$ cat config.mk
export PLATFORM = sky130hd
export DESIGN_NAME = prrc_seq
export DESIGN_NICKNAME = d
export VERILOG_FILES = /design/src/playback_rate_ramp_controller_top_defines.svh /design/src/prrc_pkg.sv /design/src/prrc_seq.sv
export SDC_FILE = /design/constraint.sdc
export NUM_CORES = 1
export LEC_CHECK = 0
export BUFFER_PORTS_ARGS = -buffer_cell sky130_fd_sc_hd__buf_2
export CAP_MARGIN = 20
export CORE_AREA = 2 2 39 41
export CTS_CLUSTER_DIAMETER = 120
export DETAILED_ROUTE_END_ITERATION = 6
export DIE_AREA = 0 0 41 43
export PLACE_DENSITY = 0.46
export SYNTH_ARGS = -nofsm -noshare
export SYNTH_HDL_FRONTEND = slang
export SYNTH_SLANG_ARGS = --single-unit
$ cat constraint.sdc
create_clock -name clk -period 3.6 [get_ports clk]
set_input_delay 0 -clock clk [delete_from_list [all_inputs] [get_ports clk]]
set_output_delay 0 -clock clk [all_outputs]
set_load 0.02 [all_outputs]
$ cat src/playback_rate_ramp_controller_top_defines.svh
// ---------------------------------------------------------------------------
// playback rate ramp controller assertion macros
// Shared concurrent assertion forms, clocked on clk and disabled in reset.
// ---------------------------------------------------------------------------
`ifndef PLAYBACK_RATE_RAMP_CONTROLLER_TOP_DEFINES_SVH
`define PLAYBACK_RATE_RAMP_CONTROLLER_TOP_DEFINES_SVH

// invariant that holds at every clock edge
`define PRRC_ASSERT_ALWAYS(lbl, expr, msg) \
	lbl: assert property (@(posedge clk) disable iff (!arst_n) (expr)) else $error(msg);

// consequent holds in the same cycle as the antecedent
`define PRRC_ASSERT_IMPL(lbl, ante, cons, msg) \
	lbl: assert property (@(posedge clk) disable iff (!arst_n) (ante) |-> (cons)) \
		else $error(msg);

// consequent holds in the cycle after the antecedent
`define PRRC_ASSERT_NEXT(lbl, ante, cons, msg) \
	lbl: assert property (@(posedge clk) disable iff (!arst_n) (ante) |=> (cons)) \
		else $error(msg);

`endif

$ cat src/prrc_pkg.sv
// ---------------------------------------------------------------------------
// prrc_pkg
// Types, widths, operation codes and the control program of the rate ramp
// controller.
// ---------------------------------------------------------------------------
package prrc_pkg;

	// field widths
	localparam int RATE_W = 17;
	localparam int OUT_W  = 18;
	localparam int MS_W   = 16;
	localparam int GEAR_W = 4;
	localparam int PROD_W = OUT_W + MS_W;
	localparam int REM_W  = MS_W;
	localparam int DIV_STEPS = PROD_W;
	localparam int CNT_W  = $clog2(DIV_STEPS);
	localparam int OP_W   = 3;

	// operation codes
	localparam logic [OP_W-1:0] OP_TICK      = 3'd0;
	localparam logic [OP_W-1:0] OP_REV_START = 3'd1;
	localparam logic [OP_W-1:0] OP_REV_STOP  = 3'd2;
	localparam logic [OP_W-1:0] OP_GEAR_UP   = 3'd3;
	localparam logic [OP_W-1:0] OP_GEAR_DOWN = 3'd4;

	// shift peak is base * 13 / 10
	localparam logic [MS_W-1:0] PEAK_MUL = 16'd13;
	localparam logic [MS_W-1:0] PEAK_DIV = 16'd10;

	// configuration register map
	localparam int CFG_ADDR_W = 4;
	localparam logic [1:0] REG_REV_TARGET = 2'd0;
	localparam logic [1:0] REG_REV_UP     = 2'd1;
	localparam logic [1:0] REG_REV_DOWN   = 2'd2;
	localparam logic [1:0] REG_TOP_GEAR   = 2'd3;

	typedef struct packed {
		logic [RATE_W-1:0] rev_target_rate;
		logic [MS_W-1:0]   rev_up_ms;
		logic [MS_W-1:0]   rev_down_ms;
		logic [GEAR_W-1:0] top_gear;
	} cfg_t;

	// datapath action of one control word
	typedef enum logic [2:0] {
		ACT_WAIT,
		ACT_EVAL,
		ACT_MUL,
		ACT_DIV,
		ACT_FIN,
		ACT_OUT
	} act_t;

	// jump condition of one control word
	typedef enum logic [2:0] {
		COND_NEVER,
		COND_NO_ACCEPT,
		COND_NO_DIV,
		COND_DIV_MORE,
		COND_OUT_BUSY
	} cond_t;

	typedef logic [2:0] pc_t;

	typedef struct packed {
		act_t  act;
		cond_t cond;
		pc_t   jump;
		pc_t   fall;
	} ucode_t;

	// datapath status seen by the sequencer
	typedef struct packed {
		logic accept;
		logic need_div;
		logic div_more;
		logic out_busy;
	} seq_stat_t;

	// control program
	function automatic ucode_t ucode_at(input pc_t pc);
		ucode_t w;
		case (pc)
			3'd0:    w = '{ACT_WAIT, COND_NO_ACCEPT, 3'd0, 3'd1};
			3'd1:    w = '{ACT_EVAL, COND_NO_DIV,    3'd5, 3'd2};
			3'd2:    w = '{ACT_MUL,  COND_NEVER,     3'd0, 3'd3};
			3'd3:    w = '{ACT_DIV,  COND_DIV_MORE,  3'd3, 3'd4};
			3'd4:    w = '{ACT_FIN,  COND_NEVER,     3'd0, 3'd5};
			3'd5:    w = '{ACT_OUT,  COND_OUT_BUSY,  3'd5, 3'd0};
			default: w = '{ACT_WAIT, COND_NEVER,     3'd0, 3'd0};
		endcase
		return w;
	endfunction

endpackage

$ cat src/prrc_seq.sv
// ---------------------------------------------------------------------------
// prrc_seq
// Step counter over the control program with conditional jumps.
// ---------------------------------------------------------------------------
module prrc_seq import prrc_pkg::*; (
	input  logic      clk,
	input  logic      arst_n,
	input  seq_stat_t stat,
	output ucode_t    ctrl
);

	pc_t  pc_q;
	pc_t  pc_d;
	logic take;

	assign ctrl = ucode_at(pc_q);

	// jump condition
	always_comb begin
		case (ctrl.cond)
			COND_NEVER:     take = 1'b0;
			COND_NO_ACCEPT: take = !stat.accept;
			COND_NO_DIV:    take = !stat.need_div;
			COND_DIV_MORE:  take = stat.div_more;
			COND_OUT_BUSY:  take = stat.out_busy;
			default:        take = 1'b0;
		endcase
		pc_d = take ? ctrl.jump : ctrl.fall;
	end

	// step counter
	always_ff @(posedge clk or negedge arst_n) begin
		if (!arst_n) begin
			pc_q <= '0;
		end else begin
			pc_q <= pc_d;
		end
	end

endmodule

== After elaboration in Yosys (flattened, before gate mapping) ==
Cells that the tools add are included.
Operators by class
  reduce and logical (&&, ||, !) cells: 3
  muxes and demuxes: 3
  eq/ne operators: 9
Operators with widths (count)
  one-hot mux 12 bit (6 select lines): 1
  == test 3 x 2 -> 1 bit, second input constant: 4
  == test 3 bit, second input constant: 3
  == test 3 x 1 -> 1 bit, second input constant: 2
  one-hot mux 1 bit (4 select lines): 1
  logical NOT 3 bit: 1
  two-way mux 3 bit: 1
  logical NOT 1 bit: 2
Word-level totals
  register bits: 3
  bits of input ports: 6

== Depth between registers and ports, before layout ==
  depth in word-level cells: 5
  mapped depth: 4

== Worst setup path before layout ==
OpenSTA, ideal clock, no wires.
  path type: register to output
  start point: register pc_q[2]
  end point: output port ctrl[9] (netlist name)
  cell stages (with the launch flop): 4
  data required time: 3.600 ns
  data arrival time: 1.401 ns
  slack: 2.199 ns
  cells stage by stage: dfrtp_1 -> clkbuf_1 -> a21boi_0 -> buf_4
RTL lines
  start: declaration: RTL line prrc_seq.sv:12  | pc_t pc_q;
  start signal: assignment: RTL line prrc_seq.sv:36  | pc_q <= pc_d;
  end: declaration: RTL line prrc_seq.sv:9  | output ucode_t ctrl

==> results.yml <==
synthesis:
  ys_ff_latch: 3
  yosys_most_used_dff: "dfrtp_1"
  syn-cell-area_um2: 269
  syn_inst: 32
  yosysWarnings: 0
  synth-edff-count: 0
  syn_area_per_cell_um2: 8.41
  synth-seq-area-share_pct: 27.9
  synth_cell_type_count: 20
  syn_nets: 38
  async_flop_share_pct: 100
drt:
  vias_per_cell: 4.12
  drt-wirelength-per-cell_um: 9.29
  routed_wirelength_um: 613
  dr.pass1.iters: 2
  ant_nets: 0
  num_vias: 272
  drtIter0Drc: 2
  remaining_drc_errors: 0
timing:
  setup_ws_ns: 2.26
  relSlewSlack_pct: 77.9
  grt_setup_unrepaired: "no"
  max_freq_mhz: 746
  setup_viol: 0
  drv_slew: 0
  tightestPinTransition_ns: 0.331
  finalCritPeriodShare_pct: 37.2
  min_period_ns: 1.34
  hold_violations: 0
  final.setup.tns_ns: 0
  fin_worst_skew_ns: 0.00323
floorplanning:
  core_um2: 1380
  fp.dieArea_um2: 1760
  rows: 14
  die_x_um: 41
  die_h_um: 43
  ioPinCount: 18
  initial_core_util_pct: 19.4
critical_path:
  critPathKind: "reg2out"
  crit_chain: "nor2b_1 -> mux2_2 -> buf_2"
  path_depth: 3
  critPathCaptureType: "output port"
  crit_path_start_kind: "register"
  critPathRequiredTime_ns: 3.60
  cp.arrival_ns: 1.34
  r2r-end: "pc_q[0]"
  path_buf_inv: 1
  cp_top_family: "flip-flops"
  slowest_stage: "dfrtp_1"
  reg2reg_slack_ns: 2.27
  crit_start: "pc_q[1]"
  endpoint: "ctrl[2]"
  path_max_fanout: 10
  r2r_cells: 3
  timing.rr.start: "pc_q[0]"
  max_stage_delay_ns: 0.48
layout:
  utilization_pct: 27.5
  nFillCells: 167
  largest_reg_flops: 3
  final_nets: 57
  fin_area_um2: 380
  regMostFlops: "pc_q"
  top_regs: "pc_q: 3 flops"
  final_common_cell: "buf_2"
  diodes: 0
  area_delta_synth_final_pct: 41.4
  drive_above_1_share_pct: 44.0
  final_cell_mix: "buf_2 (17), nor2b_1 (6), o21ai_0 (3), clkbuf_4 (3), dfrtp_1 (3)"
min_path:
  hp-class: "in2reg"
  min-delay-start: "stat[2]"
place:
  pre_cts_ws_ns: 2.28
  routabilityCongestion: 0.743
  dpl.hpwl_um: 454
  place_area_um2: 344
  port_buffers: 17
global_route:
  grtUsageTotal_pct: 9.23
  grt_pass1_wl_um: 1050
  overflow: 0
  grt_pass1_vias: 242
  grt_max_degree: 14
  antenna_found_initial: 0
clocking:
  clk_path_buf_depth: 2
  cts_sinks: 3
  path_clk_slew_ns: 0.03
  cts_root_buffer: "clkbuf_4"
  insertion_delay_ns: 0.23
  htreeDepth: 1
  cts-buffers-inserted: 3
  cts_tree: "done"
run:
  cap_violations: 0
run_status:
  status: "finished, final reports clean"
-- how the worst min path moves through the flow --
| stage | to | depth (start not counted) |
|---|---|---|
| after floorplan | pc_q[0] | 0 |
| after global placement | pc_q[1] | 1 |
| after detailed placement | pc_q[1] | 1 |
| after CTS | pc_q[1] | 3 |
| after global routing | pc_q[1] | 3 |
| final | pc_q[1] | 3 |
-- cell usage after synthesis, drive strengths merged (2+ instances only) --
| cell type | instances | area share [%] |
|---|---|---|
| nor2b | 7 | 19 |
| buf | 3 | 9.8 |
| o21ai | 3 | 5.6 |
| nor2 | 2 | 2.8 |
| dfrtp | 3 | 28 |
| and2 | 2 | 4.7 |
-- area by class of cell --
class / count / area [um2] / area share [%]
tap: 16 / 20.0 / 5.26
multi-input combinational: 24 / 160 / 42.1
sequential: 3 / 75.1 / 19.7
inverter: 1 / 3.75 / 0.987
clock buffer: 4 / 26.3 / 6.91
timing repair buffer: 18 / 95.1 / 25.0
-- cell families after synthesis --
group	count (synthesis)	synth area share (%)
XOR/XNOR	1	3.26
AO/OA/AOI/OAI	6	13.5
flip-flops	3	27.9
buffers and inverters	5	12.6
AND/OR/NAND/NOR	16	38.6
multiplexers	1	4.19
-- per-layer routing --
layer  vias to the layer above  track usage (%)  share of wire (%)
li1                        139                -                  -
met1                       126             11.9                 48
met2                         7             11.6                 46
met3                         0             4.71                5.1
met4                         0             6.00                  0
met5                         -                0                  0
-- per-stage QoR --
stage               hold slack (ns)  instances
floorplan                    -0.296         32
global placement             -0.199         61
detailed placement           -0.197         61
CTS                          0.0744         66
global route                 0.0802         66
finish                       0.0682         66
-- repair_timing --
item	4_1_cts	5_1_grt
hold buffers	1	0
hold endpoints to repair	3	0
buffers inserted	0	0
resized for setup	0	0
-- tightest hold or removal path, delay by kind of cell --
kind / cells / cell delay [ns]
buffers and inverters: 1 / 0.11
AND/OR/NAND/NOR: 1 / 0.08
AO/OA/AOI/OAI: 1 / 0.06
Power is not shown: default switching activity piles up to over one toggle a cycle in this logic, so the estimate is an artifact.
