===== config.mk =====
export PLATFORM = sky130hd
export DESIGN_NAME = prrc_cfg
export DESIGN_NICKNAME = d
export VERILOG_FILES = /design/src/playback_rate_ramp_controller_top_defines.svh /design/src/prrc_pkg.sv /design/src/prrc_cfg.sv
export SDC_FILE = /design/constraint.sdc
export NUM_CORES = 1
export LEC_CHECK = 0
export ABC_AREA = 1
export CAP_MARGIN = 15
export CELL_PAD_IN_SITES_DETAIL_PLACEMENT = 1
export CELL_PAD_IN_SITES_GLOBAL_PLACEMENT = 1
export CORE_ASPECT_RATIO = 1.4
export CORE_UTILIZATION = 39
export CTS_CLUSTER_DIAMETER = 120
export CTS_CLUSTER_SIZE = 20
export DETAILED_ROUTE_END_ITERATION = 8
export DONT_BUFFER_PORTS = 1
export PLACE_DENSITY_LB_ADDON = 0.1
export REMOVE_ABC_BUFFERS = 1
export SLEW_MARGIN = 0
export SYNTH_ARGS = -nofsm -noshare
export SYNTH_HDL_FRONTEND = slang
export SYNTH_SLANG_ARGS = --single-unit

===== constraint.sdc =====
create_clock -name clk -period 0.9 [get_ports clk]
set_input_delay 0.09 -clock clk [delete_from_list [all_inputs] [get_ports clk]]
set_output_delay 0.09 -clock clk [all_outputs]
set_load 0.02 [all_outputs]

===== src/playback_rate_ramp_controller_top_defines.svh =====
// ---------------------------------------------------------------------------
// playback rate ramp controller assertion macros
// Shared concurrent assertion forms, clocked on clk and disabled in reset.
// ---------------------------------------------------------------------------
`ifndef PLAYBACK_RATE_RAMP_CONTROLLER_TOP_DEFINES_SVH
`define PLAYBACK_RATE_RAMP_CONTROLLER_TOP_DEFINES_SVH

// invariant that holds at every clock edge
`define PRRC_ASSERT_ALWAYS(lbl, expr, msg) \
	lbl: assert property (@(posedge clk) disable iff (!arst_n) (expr)) else $error(msg);

// consequent holds in the same cycle as the antecedent
`define PRRC_ASSERT_IMPL(lbl, ante, cons, msg) \
	lbl: assert property (@(posedge clk) disable iff (!arst_n) (ante) |-> (cons)) \
		else $error(msg);

// consequent holds in the cycle after the antecedent
`define PRRC_ASSERT_NEXT(lbl, ante, cons, msg) \
	lbl: assert property (@(posedge clk) disable iff (!arst_n) (ante) |=> (cons)) \
		else $error(msg);

`endif


===== src/prrc_pkg.sv =====
// ---------------------------------------------------------------------------
// prrc_pkg
// Types, widths, operation codes and the control program of the rate ramp
// controller.
// ---------------------------------------------------------------------------
package prrc_pkg;

	// field widths
	localparam int RATE_W = 17;
	localparam int OUT_W  = 18;
	localparam int MS_W   = 16;
	localparam int GEAR_W = 4;
	localparam int PROD_W = OUT_W + MS_W;
	localparam int REM_W  = MS_W;
	localparam int DIV_STEPS = PROD_W;
	localparam int CNT_W  = $clog2(DIV_STEPS);
	localparam int OP_W   = 3;

	// operation codes
	localparam logic [OP_W-1:0] OP_TICK      = 3'd0;
	localparam logic [OP_W-1:0] OP_REV_START = 3'd1;
	localparam logic [OP_W-1:0] OP_REV_STOP  = 3'd2;
	localparam logic [OP_W-1:0] OP_GEAR_UP   = 3'd3;
	localparam logic [OP_W-1:0] OP_GEAR_DOWN = 3'd4;

	// shift peak is base * 13 / 10
	localparam logic [MS_W-1:0] PEAK_MUL = 16'd13;
	localparam logic [MS_W-1:0] PEAK_DIV = 16'd10;

	// configuration register map
	localparam int CFG_ADDR_W = 4;
	localparam logic [1:0] REG_REV_TARGET = 2'd0;
	localparam logic [1:0] REG_REV_UP     = 2'd1;
	localparam logic [1:0] REG_REV_DOWN   = 2'd2;
	localparam logic [1:0] REG_TOP_GEAR   = 2'd3;

	typedef struct packed {
		logic [RATE_W-1:0] rev_target_rate;
		logic [MS_W-1:0]   rev_up_ms;
		logic [MS_W-1:0]   rev_down_ms;
		logic [GEAR_W-1:0] top_gear;
	} cfg_t;

	// datapath action of one control word
	typedef enum logic [2:0] {
		ACT_WAIT,
		ACT_EVAL,
		ACT_MUL,
		ACT_DIV,
		ACT_FIN,
		ACT_OUT
	} act_t;

	// jump condition of one control word
	typedef enum logic [2:0] {
		COND_NEVER,
		COND_NO_ACCEPT,
		COND_NO_DIV,
		COND_DIV_MORE,
		COND_OUT_BUSY
	} cond_t;

	typedef logic [2:0] pc_t;

	typedef struct packed {
		act_t  act;
		cond_t cond;
		pc_t   jump;
		pc_t   fall;
	} ucode_t;

	// datapath status seen by the sequencer
	typedef struct packed {
		logic accept;
		logic need_div;
		logic div_more;
		logic out_busy;
	} seq_stat_t;

	// control program
	function automatic ucode_t ucode_at(input pc_t pc);
		ucode_t w;
		case (pc)
			3'd0:    w = '{ACT_WAIT, COND_NO_ACCEPT, 3'd0, 3'd1};
			3'd1:    w = '{ACT_EVAL, COND_NO_DIV,    3'd5, 3'd2};
			3'd2:    w = '{ACT_MUL,  COND_NEVER,     3'd0, 3'd3};
			3'd3:    w = '{ACT_DIV,  COND_DIV_MORE,  3'd3, 3'd4};
			3'd4:    w = '{ACT_FIN,  COND_NEVER,     3'd0, 3'd5};
			3'd5:    w = '{ACT_OUT,  COND_OUT_BUSY,  3'd5, 3'd0};
			default: w = '{ACT_WAIT, COND_NEVER,     3'd0, 3'd0};
		endcase
		return w;
	endfunction

endpackage


===== src/prrc_cfg.sv =====
// ---------------------------------------------------------------------------
// prrc_cfg
// APB register file holding the ramp durations, target rate and gear limit.
// ---------------------------------------------------------------------------
module prrc_cfg import prrc_pkg::*; (
	input  logic                  clk,
	input  logic                  arst_n,
	input  logic                  psel,
	input  logic                  penable,
	input  logic                  pwrite,
	input  logic [CFG_ADDR_W-1:0] paddr,
	input  logic [31:0]           pwdata,
	output logic [31:0]           prdata,
	output logic                  pready,
	output cfg_t                  cfg
);

	logic       wr_en;
	logic [1:0] reg_idx;

	assign pready  = 1'b1;
	assign reg_idx = paddr[3:2];
	assign wr_en   = psel && penable && pwrite && pready;

	// register writes
	always_ff @(posedge clk or negedge arst_n) begin
		if (!arst_n) begin
			cfg.rev_target_rate <= 17'd44100;
			cfg.rev_up_ms       <= 16'd1000;
			cfg.rev_down_ms     <= 16'd1000;
			cfg.top_gear        <= 4'd6;
		end else if (wr_en) begin
			unique case (reg_idx)
				REG_REV_TARGET: cfg.rev_target_rate <= pwdata[RATE_W-1:0];
				REG_REV_UP:     cfg.rev_up_ms       <= pwdata[MS_W-1:0];
				REG_REV_DOWN:   cfg.rev_down_ms     <= pwdata[MS_W-1:0];
				REG_TOP_GEAR:   cfg.top_gear        <= pwdata[GEAR_W-1:0];
			endcase
		end
	end

	// read back
	always_comb begin
		unique case (reg_idx)
			REG_REV_TARGET: prdata = 32'(cfg.rev_target_rate);
			REG_REV_UP:     prdata = 32'(cfg.rev_up_ms);
			REG_REV_DOWN:   prdata = 32'(cfg.rev_down_ms);
			REG_TOP_GEAR:   prdata = 32'(cfg.top_gear);
		endcase
	end

endmodule


* Word-level counts from Yosys, hierarchy flattened
Cells that the tools add are included.
** Operators by class
- Mux-type cells :: 1
- Reduce and logical (&&, ||, !) cells :: 7
- Equal/unequal tests :: 3
** Operators by type and width (count)
- case mux 32 bit (4 select lines) :: 1
- AND reduction 2 bit :: 4
- equality test 2 bit, second input constant :: 2
- equality test 2 x 1 -> 1 bit, second input constant :: 1
- logical AND 1 bit :: 2
- logical NOT 2 bit :: 1
** Storage, ports and cells
- Flip-flop bits (word level) :: 53
- Input port bits :: 41

* Depth between registers and ports, before layout
- Word-level depth :: 3
- Mapped depth :: 7
- Depth with buffers taken out :: 6

* Worst setup path before layout
No wires, ideal clock.
- Kind :: register -> output
- Start point :: register cfg[23] in the netlist's numbering
- End point :: output prdata[3]
- Setup slack :: -62 ps
- Stages on the path, launching flop included :: 3
- Arrival time :: 872 ps
- Data required time :: 810 ps
- Cells stage by stage :: dfstp_2 > nand3_1 > nand4_1
** Between the ends
- Longest elaborated chain between the ends :: 1
** Ends and longest elaborated chain
- from (decl) :: line prrc_cfg.sv:15 : output cfg_t cfg
- case mux 32 bit (4 select lines) :: line prrc_cfg.sv:44 : unique case (reg_idx)
- to (decl) :: line prrc_cfg.sv:13 : output logic [31:0] prdata,
Every way passes these cells. The select of a mux whose other input is x is not followed.

* Worst setup path after layout
- Start point :: register cfg[7] in the netlist's numbering
- End point :: output prdata[3]
Same word-level chain as after synthesis.

==> results by group <==
Pwr
  • Maximum vdd ir drop: 1.183 mV
  • Pint: 5.240 mW
  • Leakage power: 2.095 nW
  • Power per Cell Area: 2075 mW/mm²
  • Total design power: 8.344 mW
  • Relative contribution of the clock network to total power: 17.3%
  • Proportion of power drawn by flip-flops and latches: 41.7%
  • Sw frac: 37.19%
  • Combinational share of power: 41.0%
  • Power spent charging and discharging nets: 3.103 mW

Finish
  • Flip-flop count of the largest register, all copies and words added: 53
  • Share of the core filled with cells: 63.44%
  • Ratio of cells with drive above 1 in the final layout: 41.06%
  • Layout overhead on the synthesized area: 53.78%
  • Multi-input gate area: 0.001324 mm²
  • Design area: 0.004021 mm²
  • Number of fillers in the final layout: 734
  • Antenna Diode Count: 0
  • Storage cell area: 0.001351 mm²
  • Register name with the most flops: cfg
  • Net count of the finished layout: 476
  • Largest registers ranked by flip-flop count: cfg: 53 flops

Logic synthesis
  • Number of flops mapped to enable cells by yosys: 0
  • Part of the Yosys area used for sequential elements: 51.67%
  • Top cell type's share of synthesized area: 31.58%
  • Yosys top cell by area: sky130_fd_sc_hd__dfrtp_1
  • Register bit total from synthesis: 53
  • Top post-synthesis cells by count: sky130_fd_sc_hd__nand2_1, sky130_fd_sc_hd__dfrtp_1, sky130_fd_sc_hd__buf_4, sky130_fd_sc_hd__nand3_1, sky130_fd_sc_hd__dfstp_2
  • Area of the mapped netlist: 0.002615 mm²
  • Distinct cell type count after synthesis: 18
  • FFs w/ async S/R, synth: 100.0%
  • Top post-synthesis cells by area: sky130_fd_sc_hd__dfrtp_1, sky130_fd_sc_hd__nand2_1, sky130_fd_sc_hd__dfstp_2
  • Cell with the most instances after synthesis: sky130_fd_sc_hd__nand2_1
  • Synthesis warning total: 0
  • Gate count after technology mapping: 333
  • Most used flip-flop cell after synthesis: sky130_fd_sc_hd__dfrtp_1
  • Mean Syn Cell Area: 7.853 µm²

Floorplanning
  • Placeable Area: 0.006339 mm²
  • I/O pin cnt: 127
  • Standard-cell rows: 34
  • Starting Density: 41.26%
  • Die Footprint: 0.007041 mm²
  • Vertical die dimension: 98.89 µm
  • Die X-Extent: 71.21 µm

Timing
  • Maximum clock frequency: 804.8 MHz
  • Total count of hold-check failures in the final report: 53
  • Worst Hold Slack: -0.5332 ns
  • Min Clock Period, post-route: 1.243 ns
  • Final Skew: 0 ns
  • RSZ-0062 raised after global routing: yes
  • Final setup margin: -0.3425 ns
  • Total Neg Setup Slack: -10.06 ns
  • Total setup violations reported at the end of the flow: 76
  • Slew Limit Fails: 0
  • Fin crit share: 138.1%

Clocking
  • TritonCTS clock tree: built
  • Clock sink total: 53
  • Maximum count of clock buffers along a single path: 2
  • Cell chosen for the clock root: sky130_fd_sc_hd__clkbuf_8
  • Number of buffers added by the clock tree synthesis step: 5
  • CTS clk-pin slew, worst paths: 0.10 ns
  • Clock latency of the later-clocked register in the worst-skew pair: 0.31 ns
  • Clock H-tree levels: 2
  • Hold buffers post-CTS: 17

Status
  • Failing checks: DRC, hold timing, setup timing
  • Outcome: finished, violations left

Routing
  • Residual antenna-violating net count after detailed routing: 0
  • DRC violation count after routing: 8
  • Initial DRC count: 102
  • Routed wire length: 9.141 mm
  • First-pass DRT Iterations: 6
  • Total number of vias: 2548
  • Drt via density: 5.016
  • Wirelength per Cell: 17.99 µm

Setup path
  • Reg2reg end: cfg[36]$_DFFE_PN0P_
  • Arrival time worst endpoint: 1.15 ns
  • Cell depth of the worst flop-to-flop path: 5
  • Highest net fanout along the worst path: 2
  • Worst setup SP type: flop
  • Worst Setup End Kind: primary output
  • Worst R2R Start: cfg[36]$_DFFE_PN0P_
  • R2R setup slack: -0.06 ns
  • Required time at the endpoint of the critical path: 0.81 ns
  • Critical path type: flop to primary output

Run
  • Max-capacitance violation count: 0

Placed design
  • GPL Wtd Cong: 0.7491
  • Area of placed instances: 0.003159 mm²
  • Post-placement setup slack: -0.04534 ns
  • Detailed-placement wirelength estimate: 5.664 mm
  • Quantity of I/O buffers inserted on ports: 0

Global route
  • Wire length of the first global-routing pass: 14.20 mm
  • Pin count of the biggest net entering global routing: 54
  • Overflow after GRT: 0
  • Number of global-route vias before repair: 2788
  • Total track usage: 26.48%
  • Initial antenna violation count: 0

Min path
  • Hold/Removal Path Class: primary input to asynchronous set/reset pin
[kinds of logic after synthesis]
logic type,after synthesis,share of synthesized area (%)
AND/OR/NAND/NOR,244,39.33
flip-flops,53,51.67
buffers and inverters,34,8.708
other,2,0.2872
[layer usage]
metal	share of wire [%]	global-route usage [%]
met1	38	29.92
met2	57	49.74
met3	4.9	4.703
met4	0.70	7.846
met5	0	0
[power groups by stage]
| stage | Combinational (mW) | Clock, mW | Sequential [mW] |
|---|---|---|---|
| 5_1_grt | 3.63 | 1.57 | 3.53 |
| 3_5_place_dp | 2.52 | 0 | 3.38 |
| 2_1_floorplan | 0.807 | 0 | 4.01 |
| 3_3_place_gp | 2.46 | 0 | 3.36 |
| 6_report | 3.42 | 1.45 | 3.48 |
| 4_1_cts | 3.18 | 1.50 | 3.46 |
[per-stage QoR]
stage | hold WS (ns) | cells
global placement | -0.2038 | 464
global route | -0.5610 | 508
detailed placement | -0.2037 | 464
CTS | -0.5471 | 498
finish | -0.5332 | 508
floorplan | -0.2056 | 320
[worst max-delay path by stage]
stage                        startpoint                  end  cells past startpoint
floorplan           cfg[23]$_DFFE_PN1P_            prdata[3]                      2
global placement               paddr[3]  cfg[24]$_DFFE_PN0P_                      6
detailed placement                 psel  cfg[34]$_DFFE_PN0P_                      5
CTS                 cfg[23]$_DFFE_PN1P_            prdata[3]                      2
global route         cfg[7]$_DFFE_PN1P_            prdata[3]                      2
finish               cfg[7]$_DFFE_PN1P_            prdata[3]                      2
[layout make-up]
cell class | count | area share, %
Timing Repair Buffer | 108 | 28.19
Multi-Input combinational cell | 260 | 32.92
Tap cell | 72 | 2.240
Clock inverter | 2 | 0.3423
Clock buffer | 6 | 2.054
Inverter | 7 | 0.6534
Sequential cell | 53 | 33.60
[timing repair]
item                       in CTS  in global routing
resized for setup              93                 20
cloned                          0                  0
hold endpoints to repair      106                 53
setup endpoints to repair      70                 75
setup buffers                   9                 10
pin swaps                      36                 19
[layout by cell type (no fill, tap or decap), drive strengths merged]
master / synthesis / routed
nand2: 208 / 208
buf: 27 / 91
dfrtp: 33 / 33
nand3: 25 / 25
dfstp: 20 / 20
dlygate4sd3: 0 / 17
conb: 2 / 16
inv: 7 / 7
nor2: 7 / 7
clkbuf: 0 / 6
nand4: 4 / 4
clkinv: 0 / 2
[worst max-delay path, stage by stage (launching register included)]
cell	delay, ns
sky130_fd_sc_hd__dfstp_2	0.55
sky130_fd_sc_hd__nand3_2	0.07
sky130_fd_sc_hd__nand4_1	0.23
(Power assumes the default switching activity.)
